**config.mk**
```make
export PLATFORM = sky130hd
export DESIGN_NAME = binary_contour_extract_top
export DESIGN_NICKNAME = d
export VERILOG_FILES = /design/src/rtl/bce_pkg.sv /design/src/rtl/bce_front.sv /design/src/rtl/bce_fifo.sv /design/src/rtl/bce_back.sv /design/src/rtl/binary_contour_extract_top.sv
export SDC_FILE = /design/constraint.sdc
export NUM_CORES = 2
export LEC_CHECK = 0
export BUFFER_PORTS_ARGS = -buffer_cell sky130_fd_sc_hd__buf_4
export CORE_MARGIN = 3
export CORE_UTILIZATION = 55
export CTS_BUF_LIST = sky130_fd_sc_hd__clkbuf_4 sky130_fd_sc_hd__clkbuf_8
export DETAILED_ROUTE_END_ITERATION = 12
export PLACE_DENSITY = 0.68
export SYNTH_ARGS = -nofsm -noshare
export SYNTH_HDL_FRONTEND = slang
export SYNTH_MEMORY_MAX_BITS = 65536
export SYNTH_SLANG_ARGS = --single-unit
```
**constraint.sdc**
```tcl
create_clock -name clk -period 83.8 [get_ports clk]
set_input_delay 25.14 -clock clk [delete_from_list [all_inputs] [get_ports clk]]
set_output_delay 25.14 -clock clk [all_outputs]
set_load 0.03 [all_outputs]
```
**src/rtl/bce_pkg.sv**
```systemverilog
package bce_pkg;

  localparam int OUT_W         = 11;
  localparam int CFG_AW        = 4;
  localparam int SIZE_W        = 14;
  localparam int MAX_WIDTH_DEF  = 2048;
  localparam int MAX_HEIGHT_DEF = 2048;
  localparam int QUEUE_DEPTH   = 4;

  localparam logic [7:0] THRESHOLD_RESET = 8'd220;
  localparam int         FRAME_W_RESET   = 640;
  localparam int         FRAME_H_RESET   = 480;

  localparam logic [1:0] REG_THRESHOLD = 2'd0;
  localparam logic [1:0] REG_FRAME_W   = 2'd1;
  localparam logic [1:0] REG_FRAME_H   = 2'd2;

  // one queued pixel word: up to two results, interior one first
  typedef struct packed {
    logic [OUT_W-1:0] col;
    logic [OUT_W-1:0] row;
    logic             has_int;
    logic             int_white;
    logic             has_bord;
    logic             bord_white;
  } item_t;

endpackage

```
**src/rtl/bce_front.sv**
```systemverilog
module bce_front import bce_pkg::*; #(
  parameter int MAX_WIDTH  = MAX_WIDTH_DEF,
  parameter int MAX_HEIGHT = MAX_HEIGHT_DEF,
  localparam int CW = $clog2(MAX_WIDTH),
  localparam int RW = $clog2(MAX_HEIGHT)
) (
  input  logic          clk,
  input  logic          rst_n,
  input  logic          in_valid,
  output logic          in_stall,
  input  logic [7:0]    in_red_level,
  input  logic [7:0]    in_green_level,
  input  logic [7:0]    in_blue_level,
  input  logic [7:0]    threshold,
  input  logic [CW-1:0] last_col,
  input  logic [RW-1:0] last_row,
  input  logic          q_full,
  output logic          push,
  output item_t         push_item
);

  logic [1:0]       line_mem [MAX_WIDTH];

  logic [CW-1:0]    col_r, col_nxt;
  logic [RW-1:0]    row_r, row_nxt;
  logic             s1_valid_r, s1_valid_nxt;
  logic             s1_b_r;
  logic             s1_int_r;
  logic             s1_bord_r;
  logic [CW-1:0]    s1_addr_r;
  logic [OUT_W-1:0] s1_col_r;
  logic [OUT_W-1:0] s1_row_r;
  logic [1:0]       rd_r;
  logic             fwd_r;
  logic [1:0]       fwd_data_r;
  logic [8:0]       window_r, window_nxt;

  logic       accept;
  logic       s1_adv;
  logic       has_any;
  logic       pix_white;
  logic       row_end;
  logic       frame_end;
  logic       is_int;
  logic       is_bord;
  logic [1:0] line_word;
  logic       int_white;

  always_comb begin
    pix_white = (in_red_level >= threshold) && (in_green_level >= threshold) &&
                (in_blue_level >= threshold);
    row_end   = col_r >= last_col;
    frame_end = row_r >= last_row;
    is_int    = (col_r >= CW'(2)) && (row_r >= RW'(2)) &&
                (col_r <= last_col) && (row_r <= last_row);
    is_bord   = (col_r == '0) || (row_r == '0) || row_end || frame_end;

    // bit 0 row two up, bit 1 row just above; bypass a write at the same column
    line_word  = fwd_r ? fwd_data_r : rd_r;
    window_nxt = {s1_b_r, line_word[1], line_word[0], window_r[8:3]};
    int_white  = window_nxt[4] && (window_nxt != 9'h1FF);

    has_any  = s1_int_r || s1_bord_r;
    s1_adv   = s1_valid_r && (!has_any || !q_full);
    in_stall = s1_valid_r && !s1_adv;
    accept   = in_valid && !in_stall;

    push                 = s1_adv && has_any;
    push_item.col        = s1_col_r;
    push_item.row        = s1_row_r;
    push_item.has_int    = s1_int_r;
    push_item.int_white  = int_white;
    push_item.has_bord   = s1_bord_r;
    push_item.bord_white = s1_b_r;

    col_nxt = col_r;
    row_nxt = row_r;
    if (accept) begin
      if (row_end) begin
        col_nxt = '0;
        row_nxt = frame_end ? '0 : row_r + RW'(1);
      end else begin
        col_nxt = col_r + CW'(1);
      end
    end

    s1_valid_nxt = s1_valid_r;
    if (accept) begin
      s1_valid_nxt = 1'b1;
    end else if (s1_adv) begin
      s1_valid_nxt = 1'b0;
    end
  end

  always_ff @(posedge clk) begin
    if (!rst_n) begin
      col_r      <= '0;
      row_r      <= '0;
      s1_valid_r <= 1'b0;
      window_r   <= '0;
    end else begin
      col_r      <= col_nxt;
      row_r      <= row_nxt;
      s1_valid_r <= s1_valid_nxt;
      if (s1_adv) begin
        window_r <= window_nxt;
      end
    end
  end

  always_ff @(posedge clk) begin
    if (s1_adv) begin
      line_mem[s1_addr_r] <= {s1_b_r, line_word[1]};
    end
    if (accept) begin
      rd_r       <= line_mem[col_r];
      fwd_r      <= s1_adv && (s1_addr_r == col_r);
      fwd_data_r <= {s1_b_r, line_word[1]};
      s1_b_r     <= pix_white;
      s1_int_r   <= is_int;
      s1_bord_r  <= is_bord;
      s1_addr_r  <= col_r;
      s1_col_r   <= OUT_W'(col_r);
      s1_row_r   <= OUT_W'(row_r);
    end
  end

endmodule

```
**src/rtl/bce_fifo.sv**
```systemverilog
module bce_fifo import bce_pkg::*; #(
  parameter int DEPTH = QUEUE_DEPTH,
  localparam int PW = $clog2(DEPTH),
  localparam int NW = $clog2(DEPTH + 1)
) (
  input  logic  clk,
  input  logic  rst_n,
  input  logic  push,
  input  item_t push_item,
  input  logic  pop,
  output item_t head,
  output logic  empty,
  output logic  full
);

  item_t         slots [DEPTH];
  logic [PW-1:0] wr_ptr_r, rd_ptr_r;
  logic [NW-1:0] count_r;
  logic          do_push, do_pop;

  always_comb begin
    empty   = count_r == '0;
    full    = count_r == NW'(DEPTH);
    do_push = push && !full;
    do_pop  = pop && !empty;
    head    = slots[rd_ptr_r];
  end

  always_ff @(posedge clk) begin
    if (!rst_n) begin
      wr_ptr_r <= '0;
      rd_ptr_r <= '0;
      count_r  <= '0;
    end else begin
      if (do_push) begin
        wr_ptr_r <= (wr_ptr_r == PW'(DEPTH - 1)) ? '0 : wr_ptr_r + PW'(1);
      end
      if (do_pop) begin
        rd_ptr_r <= (rd_ptr_r == PW'(DEPTH - 1)) ? '0 : rd_ptr_r + PW'(1);
      end
      if (do_push && !do_pop) begin
        count_r <= count_r + NW'(1);
      end else if (do_pop && !do_push) begin
        count_r <= count_r - NW'(1);
      end
    end
  end

  always_ff @(posedge clk) begin
    if (do_push) begin
      slots[wr_ptr_r] <= push_item;
    end
  end

endmodule

```
**src/rtl/bce_back.sv**
```systemverilog
module bce_back import bce_pkg::*; (
  input  logic             clk,
  input  logic             rst_n,
  input  item_t            head,
  input  logic             q_empty,
  output logic             pop,
  output logic             out_valid,
  input  logic             out_stall,
  output logic [OUT_W-1:0] out_pixel_column,
  output logic [OUT_W-1:0] out_pixel_row,
  output logic             out_is_white,
  output logic             out_last_of_run
);

  logic             out_valid_r, out_valid_nxt;
  logic             phase_r, phase_nxt;
  logic [OUT_W-1:0] col_r, col_nxt;
  logic [OUT_W-1:0] row_r, row_nxt;
  logic             white_r, white_nxt;
  logic             last_r, last_nxt;
  logic             load;

  always_comb begin
    load          = !out_valid_r || !out_stall;
    pop           = 1'b0;
    phase_nxt     = phase_r;
    col_nxt       = col_r;
    row_nxt       = row_r;
    white_nxt     = white_r;
    last_nxt      = last_r;
    out_valid_nxt = load ? !q_empty : out_valid_r;
    if (load && !q_empty) begin
      if (head.has_int && !phase_r) begin
        // interior result sits one column left, one row up
        col_nxt   = head.col - OUT_W'(1);
        row_nxt   = head.row - OUT_W'(1);
        white_nxt = head.int_white;
        last_nxt  = !head.has_bord;
        if (head.has_bord) begin
          phase_nxt = 1'b1;
        end else begin
          pop = 1'b1;
        end
      end else begin
        col_nxt   = head.col;
        row_nxt   = head.row;
        white_nxt = head.bord_white;
        last_nxt  = 1'b1;
        phase_nxt = 1'b0;
        pop       = 1'b1;
      end
    end
  end

  always_ff @(posedge clk) begin
    if (!rst_n) begin
      out_valid_r <= 1'b0;
      phase_r     <= 1'b0;
    end else begin
      out_valid_r <= out_valid_nxt;
      phase_r     <= phase_nxt;
    end
  end

  always_ff @(posedge clk) begin
    col_r   <= col_nxt;
    row_r   <= row_nxt;
    white_r <= white_nxt;
    last_r  <= last_nxt;
  end

  assign out_valid        = out_valid_r;
  assign out_pixel_column = col_r;
  assign out_pixel_row    = row_r;
  assign out_is_white     = white_r;
  assign out_last_of_run  = last_r;

endmodule

```
**src/rtl/binary_contour_extract_top.sv**
```systemverilog
// Binary contour extraction over a raster pixel stream.
// Input channel: one RGB pixel per word (in_red_level, in_green_level,
// in_blue_level), raster order, frame size from frame_width/frame_height.
// A pixel is white when all three channels reach white_threshold.
// Output channel: one word per result pixel with its column and row;
// border pixels come out for the pixel just taken, interior pixels once
// their lower-right neighbor arrives, so one input can give zero, one or
// two words. out_last_of_run marks the final word of an input.
// Throughput: one pixel per cycle while in_stall stays low; a pixel with
// two results holds the output register for both words in turn. A result
// word passes the classifier register, the queue and the output register.
// Two 1-bit line stores live in one MAX_WIDTH x 2 bit memory, read when a
// pixel is taken and written when that pixel moves on to the queue
// (held back while the queue is full); a 4-word queue decouples the
// classifier from the output stage. When the receiver stalls the queue
// fills and in_stall rises. Reset clears the position counters, window
// and queue and loads the default registers; the line stores need no
// clearing. Registers (APB, byte address 4*i): white_threshold,
// frame_width, frame_height; write only while the stream is idle.
module binary_contour_extract_top import bce_pkg::*; #(
  parameter int MAX_WIDTH  = MAX_WIDTH_DEF,
  parameter int MAX_HEIGHT = MAX_HEIGHT_DEF
) (
  input  logic              clk,
  input  logic              rst_n,
  input  logic              in_valid,
  output logic              in_stall,
  input  logic [7:0]        in_red_level,
  input  logic [7:0]        in_green_level,
  input  logic [7:0]        in_blue_level,
  output logic              out_valid,
  input  logic              out_stall,
  output logic [OUT_W-1:0]  out_pixel_column,
  output logic [OUT_W-1:0]  out_pixel_row,
  output logic              out_is_white,
  output logic              out_last_of_run,
  input  logic              psel,
  input  logic              penable,
  input  logic              pwrite,
  input  logic [CFG_AW-1:0] paddr,
  input  logic [31:0]       pwdata,
  output logic [31:0]       prdata,
  output logic              pready
);

  localparam int CW = $clog2(MAX_WIDTH);
  localparam int RW = $clog2(MAX_HEIGHT);
  localparam int RstLastCol = ((FRAME_W_RESET > MAX_WIDTH) ? MAX_WIDTH : FRAME_W_RESET) - 1;
  localparam int RstLastRow = ((FRAME_H_RESET > MAX_HEIGHT) ? MAX_HEIGHT : FRAME_H_RESET) - 1;

  logic [7:0]        threshold_r;
  logic [11:0]       frame_w_r;
  logic [11:0]       frame_h_r;
  logic [CW-1:0]     last_col_r;
  logic [RW-1:0]     last_row_r;
  logic              wr_en;
  logic [1:0]        reg_idx;
  logic [SIZE_W-1:0] size_ext;
  logic [CW-1:0]     last_col_wr;
  logic [RW-1:0]     last_row_wr;

  logic  q_full, q_empty, push, pop;
  item_t push_item, head;

  assign pready  = 1'b1;
  assign wr_en   = psel && penable && pwrite;
  assign reg_idx = paddr[3:2];

  // sizes saturate to 1..MAX, kept as last index
  always_comb begin
    size_ext = {{(SIZE_W-12){1'b0}}, pwdata[11:0]};
    if (size_ext == '0) begin
      last_col_wr = '0;
      last_row_wr = '0;
    end else begin
      last_col_wr = (size_ext > SIZE_W'(MAX_WIDTH)) ? CW'(MAX_WIDTH - 1) :
                    CW'(size_ext - SIZE_W'(1));
      last_row_wr = (size_ext > SIZE_W'(MAX_HEIGHT)) ? RW'(MAX_HEIGHT - 1) :
                    RW'(size_ext - SIZE_W'(1));
    end
  end

  always_ff @(posedge clk) begin
    if (!rst_n) begin
      threshold_r <= THRESHOLD_RESET;
      frame_w_r   <= 12'(FRAME_W_RESET);
      frame_h_r   <= 12'(FRAME_H_RESET);
      last_col_r  <= CW'(RstLastCol);
      last_row_r  <= RW'(RstLastRow);
    end else if (wr_en) begin
      case (reg_idx)
        REG_THRESHOLD: threshold_r <= pwdata[7:0];
        REG_FRAME_W: begin
          frame_w_r  <= pwdata[11:0];
          last_col_r <= last_col_wr;
        end
        REG_FRAME_H: begin
          frame_h_r  <= pwdata[11:0];
          last_row_r <= last_row_wr;
        end
        default: ;
      endcase
    end
  end

  always_comb begin
    case (reg_idx)
      REG_THRESHOLD: prdata = {24'd0, threshold_r};
      REG_FRAME_W:   prdata = {20'd0, frame_w_r};
      REG_FRAME_H:   prdata = {20'd0, frame_h_r};
      default:       prdata = '0;
    endcase
  end

  bce_front #(
    .MAX_WIDTH (MAX_WIDTH),
    .MAX_HEIGHT(MAX_HEIGHT)
  ) u_front (
    .clk           (clk),
    .rst_n         (rst_n),
    .in_valid      (in_valid),
    .in_stall      (in_stall),
    .in_red_level  (in_red_level),
    .in_green_level(in_green_level),
    .in_blue_level (in_blue_level),
    .threshold     (threshold_r),
    .last_col      (last_col_r),
    .last_row      (last_row_r),
    .q_full        (q_full),
    .push          (push),
    .push_item     (push_item)
  );

  bce_fifo u_fifo (
    .clk      (clk),
    .rst_n    (rst_n),
    .push     (push),
    .push_item(push_item),
    .pop      (pop),
    .head     (head),
    .empty    (q_empty),
    .full     (q_full)
  );

  bce_back u_back (
    .clk             (clk),
    .rst_n           (rst_n),
    .head            (head),
    .q_empty         (q_empty),
    .pop             (pop),
    .out_valid       (out_valid),
    .out_stall       (out_stall),
    .out_pixel_column(out_pixel_column),
    .out_pixel_row   (out_pixel_row),
    .out_is_white    (out_is_white),
    .out_last_of_run (out_last_of_run)
  );

endmodule

```
==> results.yml <==
outcome:
  run_status: "complete, no violations"
worst_setup_path:
  critPathArrivalTime_ns: 26.47
  end_kind: "primary output"
  critical_path.max_fanout: 14
  worst-setup-path-type: "in2out"
  timing.critical_path.from_type: "primary input"
  data_required_time_of_the_critical_path_ns: 58.66
detailed_routing:
  wl_per_cell_um: 33.4
  vias_per_cell: 6.59
  dr.first_iter.drc_count: 15900
  routed-via-count: 100000
  detailedRoute.firstPassIterationCount: 6
  route.detailed.drc: 0
  antenna_left: 0
  postRouteWirelength_um: 507000
synth:
  largest_cells_by_area_after_synthesis: "sky130_fd_sc_hd__edfxtp_1, sky130_fd_sc_hd__mux4_2, sky130_fd_sc_hd__nor2_1"
  synth.lib_cells_used.distinct: 76
  ys_warn_count: 0
  postSynth.topFlopCell: "sky130_fd_sc_hd__edfxtp_1"
  synth_top_cell_by_area: "sky130_fd_sc_hd__edfxtp_1"
  syn_area_per_cell_um2: 17.5
  post_synthesis_instance_area_mm2: 0.177
  ys_async_sr_fraction_pct: 0
  synth_enable_flop_cells: 4254
  yosys_register_bits: 4348
  synth_top_cell_area_share_pct: 72.2
  sequential_share_of_the_synthesized_area_pct: 73.3
  synthCells: 10100
global_routing:
  antenna_found_initial: 44
  largest_net_degree_at_the_start_of_global_routing: 245
  first_global_vias: 101000
  grt_first_pass_wirelength_um: 720000
  grt_usage_pct: 30.5
  grt-ovfl-total: 0
placement:
  place_congestion: 0.860
  placement.cell_area_mm2: 0.181
  placed_cells: 13900
  hpwlAfterDp_um: 283000
  numPortBuffers: 82
clock_tree:
  post_cts_resized: 0
  h-tree-depth: 6
  cts_buffer_depth: 4
  postCtsHoldBufs: 0
  cts.clk_slew.worst_paths_ns: 0.05
  tritoncts.num_buffers: 682
  post_cts_buffers: 0
  clock_tree_from_tritoncts: "built"
  worstSkewPairLatency_ns: 1.22
  numClockSinks: 4348
  cts_root_buf: "sky130_fd_sc_hd__clkbuf_8"
timing:
  grt_setup_unrepaired: "no"
  finClkSkew_ns: 0.0548
  hold-worst-slack_ns: 0.460
  fin_setup_tns_ns: 0
  setup_violations: 0
  tightest_slew_ns: 1.44
  finalCriticalPeriod_ns: 51.61
  fmax_mhz: 19.4
  finalHoldViolCount: 0
  period_utilisation_layout_pct: 61.6
  maxSlewViolCount: 0
  slew_headroom_pct: 3.61
finish:
  final_cells: 15200
  final.fill_count: 23000
  final_net_count: 10500
  area_delta_synth_final_pct: 10.2
  stdcell_area_mm2: 0.195
  layout-drive-gt1-share_pct: 23.1
die:
  rows: 207
  core-area_mm2: 0.319
  die_h_um: 573
  top_level_pins: 126
  floorplan.initialDensity_pct: 55.4
  die-area_mm2: 0.328
  die_width_um: 573
power:
  cellPowerDensity_mw_per_mm2: 23.7
  irDropWorstVdd_mv: 0.0294
  cellLeakagePower_nw: 59.2
  power.total_mw: 4.61
min_path:
  hp-class: "reg2reg"
flow_run:
  maxCapViolations: 0
==> cells by family (layout without fill, tap and decap cells) <==
| logic type | count (synthesis) | in the layout | synth area share [%] |
|---|---|---|---|
| compound gates | 720 | 720 | 2.85 |
| other cells | 2 | 53 | 0.00425 |
| flops | 4348 | 4348 | 73.3 |
| fa+ha+maj | 63 | 63 | 0.448 |
| buf+inv | 896 | 1607 | 2.36 |
| xor+xnor | 60 | 60 | 0.297 |
| simple gates | 2744 | 2744 | 6.18 |
| mux | 1299 | 1299 | 14.6 |
==> Yosys cell counts, types with 63 or more instances <==
cell,n
sky130_fd_sc_hd__nand3_1,63
sky130_fd_sc_hd__mux4_2,1020
sky130_fd_sc_hd__nand2_1,312
sky130_fd_sc_hd__dfxtp_1,94
sky130_fd_sc_hd__nor2_1,2157
sky130_fd_sc_hd__edfxtp_1,4254
sky130_fd_sc_hd__buf_2,147
sky130_fd_sc_hd__buf_4,65
sky130_fd_sc_hd__a21oi_1,145
sky130_fd_sc_hd__clkbuf_1,544
sky130_fd_sc_hd__a22oi_1,164
sky130_fd_sc_hd__mux2i_1,263
==> path summary, 6_finish.rpt <==
check,endpoint,from,slack [ns],cells past startpoint
setup / recovery,prdata[1],paddr[2],32.19,5
hold / removal,u_front.window_r[3]$_SDFFE_PN0P_,u_front.window_r[3]$_SDFFE_PN0P_,0.46,2
setup reg to reg,u_front.rd_r[1]$_DFFE_PP_,u_front.col_r[0]$_SDFFE_PN0P_,75.70,12
hold reg to reg,u_front.window_r[3]$_SDFFE_PN0P_,u_front.window_r[3]$_SDFFE_PN0P_,0.46,2
==> metrics by stage <==
step | utilization (%) | setup WS [ns]
2_1_floorplan | - | 32.30
3_3_place_gp | 56.9 | 32.26
3_5_place_dp | 56.9 | 32.21
4_1_cts | 61.0 | 32.21
5_1_grt | 61.1 | 32.06
6_report | 61.1 | 32.19
==> final cells by class <==
type	instances	area [um^2]	share of cell area, %
antenna	32	80.1	0.0411
clock buffer	916	11200	5.77
clock inverter	303	2040	1.05
inverter	61	238	0.122
multi-input combinational	4907	43600	22.4
sequential	4348	130000	66.5
tap	4284	5360	2.75
timing repair buffer	327	2650	1.36
==> per-layer routing <==
layer	share of wire (%)	GRT usage, %	vias up
met4	5.0	13.8	24
met2	47	47.1	6867
li1	-	-	40100
met3	13	8.42	1130
met1	35	41.1	51900
met5	0.030	0	-
==> cells in the final DEF (no fill, tap or decap), types with 35 or more instances in the layout <==
cell                       Yosys  final
sky130_fd_sc_hd__clkbuf_8      0    698
sky130_fd_sc_hd__nand3_1      63     62
sky130_fd_sc_hd__a22o_1       48     48
sky130_fd_sc_hd__nand4_1      35     35
sky130_fd_sc_hd__o211ai_1     36     36
sky130_fd_sc_hd__clkbuf_4      0    218
sky130_fd_sc_hd__a211oi_1     42     42
sky130_fd_sc_hd__buf_4        65    311
sky130_fd_sc_hd__nor2_1     2157   2149
sky130_fd_sc_hd__o21ai_0      44     44
sky130_fd_sc_hd__ha_1         61     61
sky130_fd_sc_hd__nand2_1     312    280
sky130_fd_sc_hd__o221ai_1     38     38
sky130_fd_sc_hd__clkinv_2      0     77
sky130_fd_sc_hd__nor3_1       42     38
sky130_fd_sc_hd__mux2i_1     263    263
sky130_fd_sc_hd__dfxtp_1      94     84
sky130_fd_sc_hd__inv_1        57     55
sky130_fd_sc_hd__edfxtp_1   4254   4254
sky130_fd_sc_hd__a22oi_1     164    164
sky130_fd_sc_hd__clkinv_1      4    160
sky130_fd_sc_hd__mux4_2     1020   1020
sky130_fd_sc_hd__a21oi_1     145    144
sky130_fd_sc_hd__xnor2_1      39     39
sky130_fd_sc_hd__o22ai_1      50     50
==> registers in the layout (all words and copies together) (netlist names), 2 cells and up, named ones only <==
name,cells
u_fifo.count_r,3
frame_h_r,12
last_col_r,11
last_row_r,11
u_back.out_pixel_column,11
u_front.s1_addr_r,11
u_front.line_mem,4096
u_front.row_r,11
u_fifo.rd_ptr_r,2
u_front.fwd_data_r,2
u_back.out_pixel_row,11
u_fifo.slots,104
u_fifo.wr_ptr_r,2
u_front.col_r,11
frame_w_r,12
u_front.window_r,6
u_front.rd_r,2
threshold_r,8
u_front.s1_row_r,11
==> critical path, stage by stage <==
cell and delay (ns):
sky130_fd_sc_hd__buf_4 0.18, sky130_fd_sc_hd__nor2b_1 0.65, sky130_fd_sc_hd__nand2_1 0.13, sky130_fd_sc_hd__o21ai_0 0.14, sky130_fd_sc_hd__buf_4 0.21
==> where the power goes <==
part           total [mW]  internal [mW]  switching, mW
clock network        1.76          0.928          0.836
logic               0.399          0.157          0.242
registers            2.45           2.43         0.0118
Note: power is estimated with default switching activity, not from simulation.
